File: config.mk
export PLATFORM = sky130hd
export DESIGN_NAME = plfr_front
export DESIGN_NICKNAME = d
export VERILOG_FILES = /design/src/rtl/plfr_pkg.sv /design/src/rtl/plfr_front.sv
export SDC_FILE = /design/constraint.sdc
export NUM_CORES = 1
export LEC_CHECK = 0
export BUFFER_PORTS_ARGS = -buffer_cell sky130_fd_sc_hd__buf_4
export CAP_MARGIN = 30
export CORE_AREA = 2 2 254 256
export CTS_CLUSTER_DIAMETER = 30
export DETAILED_ROUTE_END_ITERATION = 10
export DIE_AREA = 0 0 256 258
export GPL_ROUTABILITY_DRIVEN = 0
export GPL_TIMING_DRIVEN = 1
export PLACE_DENSITY_LB_ADDON = 0.25
export SKIP_CTS_REPAIR_TIMING = 1
export SLEW_MARGIN = 20
export SYNTH_ARGS = -nofsm -noshare
export SYNTH_HDL_FRONTEND = slang
export SYNTH_SLANG_ARGS = --single-unit
File: constraint.sdc
create_clock -name clk_i -period 11 [get_ports clk_i]
set_input_delay 0.55 -clock clk_i [delete_from_list [all_inputs] [get_ports clk_i]]
set_output_delay 0.55 -clock clk_i [all_outputs]
set_load 0.01 [all_outputs]
File: src/rtl/plfr_pkg.sv
`timescale 1ns / 1ps

package plfr_pkg;

  localparam int VW   = 32;
  localparam int COMP = 5;
  localparam int DW   = VW + 1;
  localparam int SW   = VW + 2;
  localparam int LO   = (DW + 1) / 2;
  localparam int HI   = DW - LO;
  localparam int PW   = 2 * DW;
  localparam int NW   = PW + 1;
  localparam int QB   = DW + 1;
  localparam int CW   = $clog2(QB + 1);
  localparam int XW   = VW + 2;

  typedef struct packed {
    logic signed [VW-1:0] cell_value_0;
    logic signed [VW-1:0] cell_value_1;
    logic signed [VW-1:0] cell_value_2;
    logic signed [VW-1:0] cell_value_3;
    logic signed [VW-1:0] cell_value_4;
    logic                 row_start;
    logic                 row_end;
  } in_t;

  typedef struct packed {
    logic signed [VW-1:0] lower_face_0;
    logic signed [VW-1:0] lower_face_1;
    logic signed [VW-1:0] lower_face_2;
    logic signed [VW-1:0] lower_face_3;
    logic signed [VW-1:0] lower_face_4;
    logic signed [VW-1:0] upper_face_0;
    logic signed [VW-1:0] upper_face_1;
    logic signed [VW-1:0] upper_face_2;
    logic signed [VW-1:0] upper_face_3;
    logic signed [VW-1:0] upper_face_4;
    logic                 last_of_row;
  } out_t;

  typedef struct packed {
    logic [COMP-1:0][VW-1:0] m;
    logic [COMP-1:0][VW-1:0] c;
    logic [COMP-1:0][VW-1:0] p;
    logic                    last;
  } job_t;

  typedef struct packed {
    logic load;
    logic mul_lo;
    logic mul_hi;
    logic div_init;
    logic div_step;
  } lane_ctl_t;

  typedef enum logic [5:0] {
    ST_IDLE     = 6'b000001,
    ST_MUL_LO   = 6'b000010,
    ST_MUL_HI   = 6'b000100,
    ST_DIV_INIT = 6'b001000,
    ST_DIV      = 6'b010000,
    ST_DONE     = 6'b100000
  } back_state_e;

  function automatic logic signed [XW-1:0] clamp(input logic signed [XW-1:0] v,
                                                 input logic signed [XW-1:0] x,
                                                 input logic signed [XW-1:0] y);
    logic signed [XW-1:0] lo;
    logic signed [XW-1:0] hi;
    logic signed [XW-1:0] r;
    lo = (x < y) ? x : y;
    hi = (x < y) ? y : x;
    r  = v;
    if (r < lo) r = lo;
    if (hi < r) r = hi;
    return r;
  endfunction

endpackage

File: src/rtl/plfr_front.sv
`timescale 1ns / 1ps

module plfr_front (
  input  logic          clk_i,
  input  logic          rst_ni,
  input  logic          in_valid_i,
  output logic          in_stall_o,
  input  plfr_pkg::in_t in_data_i,
  input  logic          full_i,
  output logic          push_o,
  output plfr_pkg::job_t job_o
);

  logic [plfr_pkg::COMP-1:0][plfr_pkg::VW-1:0] m_q, c_q, in_vals;
  logic [1:0] seen_q, seen_d, seen_eff;
  logic       accept;

  assign in_vals[0] = in_data_i.cell_value_0;
  assign in_vals[1] = in_data_i.cell_value_1;
  assign in_vals[2] = in_data_i.cell_value_2;
  assign in_vals[3] = in_data_i.cell_value_3;
  assign in_vals[4] = in_data_i.cell_value_4;

  assign in_stall_o = full_i;
  assign accept     = in_valid_i && !full_i;
  assign seen_eff   = in_data_i.row_start ? 2'd0 : seen_q;
  assign push_o     = accept && (seen_eff == 2'd2);

  assign job_o.m    = m_q;
  assign job_o.c    = c_q;
  assign job_o.p    = in_vals;
  assign job_o.last = in_data_i.row_end;

  always_comb begin
    seen_d = seen_q;
    if (accept) begin
      seen_d = (seen_eff == 2'd2) ? seen_eff : seen_eff + 2'd1;
      if (in_data_i.row_end) seen_d = 2'd0;
    end
  end

  always_ff @(posedge clk_i or negedge rst_ni) begin
    if (!rst_ni) begin
      seen_q <= 2'd0;
    end else begin
      seen_q <= seen_d;
    end
  end

  always_ff @(posedge clk_i) begin
    if (accept) begin
      m_q <= c_q;
      c_q <= in_vals;
    end
  end

endmodule

==> out/results.tsv <==
stage	metric	value	unit
run_status	outcome	completed	
layout	multi_input_area	101	sq um
sta	rsz0062_at_grt	no	
clock_network	cts_buffers	88	
sta	period_minus_slack	2.83	ns
sta	timing.final.max_slew_violations	0	
setup_path	critPathLaunchType	primary input	
layout	fillCellCount	6397	
setup_path	r2r_setup_slack	9.79	ns
clock_network	cts_tree	yes	
layout	final_util	0.295	
sta	hold-worst-slack	0.134	ns
layout	mostFrequentLayoutCells	651 x buf_4, 320 x edfxtp_1, 90 x clkbuf_16	
logic_synthesis	ys_warn_count	0	
power_and_ir_drop	peakVddDrop	0.0987	mV
setup_path	cp-startpoint	full_i	
layout	areaGrowthSynthToFinish	71.3	%
sta	fmax	354	MHz
grt	grt_pass1_vias	6965	
setup_path	reg2reg_depth	4	
grt	grt_remaining_overflow	0	
logic_synthesis	ys_ff_latch	322	
setup_path	worstPathMaxFanout	139	
sta	min_period_over_period	0.257	
floorplan	initial_utilization	0.173	
sta	slew_headroom	0.381	
floorplan	die_height	258	microns
layout	finish.net_count	1244	
sta	hold_violations	0	
grt	grt_antenna_before_repair	1	
setup_path	critPathCapture	push_o	
detailed_routing	antenna_left	0	
worst_hold_path	min_path_type	in -> reg	
logic_synthesis	netlist_top_cells_area	edfxtp_1 88%, buf_4 11%, dfrtp_1 0.46%	
logic_synthesis	synth_cell_type_count	10	
grt	grt_pass1_wl	45600	microns
logic_synthesis	synth_nets	663	
setup_path	r2r_end	seen_q[1]	
floorplan	core-area	63600	sq um
setup_path	crit_type	in -> out	
layout	layout_commonest_cell	buf_4	
logic_synthesis	synth_top_cell_by_area	edfxtp_1	
logic_synthesis	syn_avg_cell_area	22.2	sq um
detailed_routing	totalWireLength	32400	microns
sta	setup_viol_count_final	0	
power_and_ir_drop	power	4.31	mW
setup_path	worstPathArrival	2.28	ns
detailed_routing	wl_per_cell	16.1	microns
clock_network	clk_latency	0.60	ns
layout	design_area	18800	sq um
detailed_routing	drc	0	
clock_network	clkSinkCount	322	
grt	grt_max_degree	140	
clock_network	path_clk_slew	0.04	ns
placed_design	hpwl	23800	microns
setup_path	cp-end-kind	output port	
floorplan	ios	649	
detailed_routing	routed-via-count	6507	
floorplan	die_x	256	microns
clock_network	root_buffer	clkbuf_16	
layout	drive_gt1_frac	0.691	
flow_run	maxCapViolCount	0	
placed_design	placed_area	15700	sq um
power_and_ir_drop	power.leakage	7.72	nW
logic_synthesis	synth_area	11000	sq um
floorplan	rows	93	
detailed_routing	routed_via_density	3.25	
sta	setup_tns	0	ns
detailed_routing	first_pass_iters	6	
detailed_routing	drtIter0Drc	312	
logic_synthesis	netlist_instances	495	
setup_path	worstPathRequired	10.45	ns
placed_design	io_buffers	648	
sta	fin_worst_skew	0.0277	ns
clock_network	max-clock-path-buffers	3	
clock_network	cts_max_level	3	
logic_synthesis	synth_top_area_frac	0.875	
floorplan	fp.dieArea	66000	sq um
layout	ff_latch_area	9660	sq um
grt	grt_use_total	0.0936	
logic_synthesis	synth_seq_area_share	0.880	
power_and_ir_drop	powerDensity	229	nW/um^2
sta	tightest_slew	0.929	ns
setup_path	rr_startpoint	seen_q[0]	
registers in the layout, summed over array words and instances, names as in the netlist:
register  flops
job_o       320
seen_q        2
cell usage after synthesis, drive strengths merged:
cell type / count
and2: 1
dfrtp: 2
mux2: 2
buf: 162
nor2b: 3
inv: 1
ha: 2
nand2b: 2
edfxtp: 320
how the worst min path moves through the flow:
stage,start,endpoint,slack (ns),cells past startpoint
after floorplan,rst_ni,seen_q[0],0.25,0
after global placement,rst_ni,seen_q[1],0.33,1
after detailed placement,rst_ni,seen_q[0],0.34,1
after CTS,rst_ni,seen_q[0],-0.33,1
after global routing,in_data_i[159],job_o[190],0.08,1
final,in_data_i[102],job_o[197],0.13,1
per-layer routing:
metal | global-route usage | up-vias | part of all wire
met2 | 0.156 | 439 | 0.50
li1 | - | 2897 | -
met5 | 0 | - | 0
met4 | 0.0538 | 0 | 0.034
met1 | 0.0948 | 3107 | 0.35
met3 | 0.0475 | 64 | 0.11
critical path, cell delays in order:
cell and delay, ns:
buf_4 0.12, nor2b_4 0.58, buf_12 0.52, and2_2 0.26
buf_4 0.11
cell families (layout without fill, tap and decap cells):
group	Yosys count	in the layout	share of synthesized area
fa+ha+maj	2	2	0.00228
buf+inv	163	817	0.111
flops	322	322	0.880
mux	2	2	0.00273
other cells	0	1	0
simple gates	6	6	0.00422
cell type report:
type / count / share of cell area
inverters: 1 / 0.000200
well taps: 855 / 0.0569
clock buffers: 105 / 0.125
multi-input cells: 10 / 0.00539
clock inverters: 58 / 0.0373
diodes: 1 / 0.000133
repair buffers: 653 / 0.261
flip-flops and latches: 322 / 0.514
report_power, final:
group / internal [mW] / switching [mW]
Clock: 1.81 / 0.751
Combinational: 0.144 / 0.134
Sequential: 1.43 / 0.0298
Total: 3.39 / 0.915
through the flow:
stage | cells | setup WS, ns
4_1_cts | 2003 | 8.10
3_3_place_gp | 1840 | 7.59
6_report | 2005 | 8.17
2_1_floorplan | 495 | 4.49
5_1_grt | 2005 | 8.00
3_5_place_dp | 1840 | 7.55
Note: power is estimated with default switching activity, not from simulation.
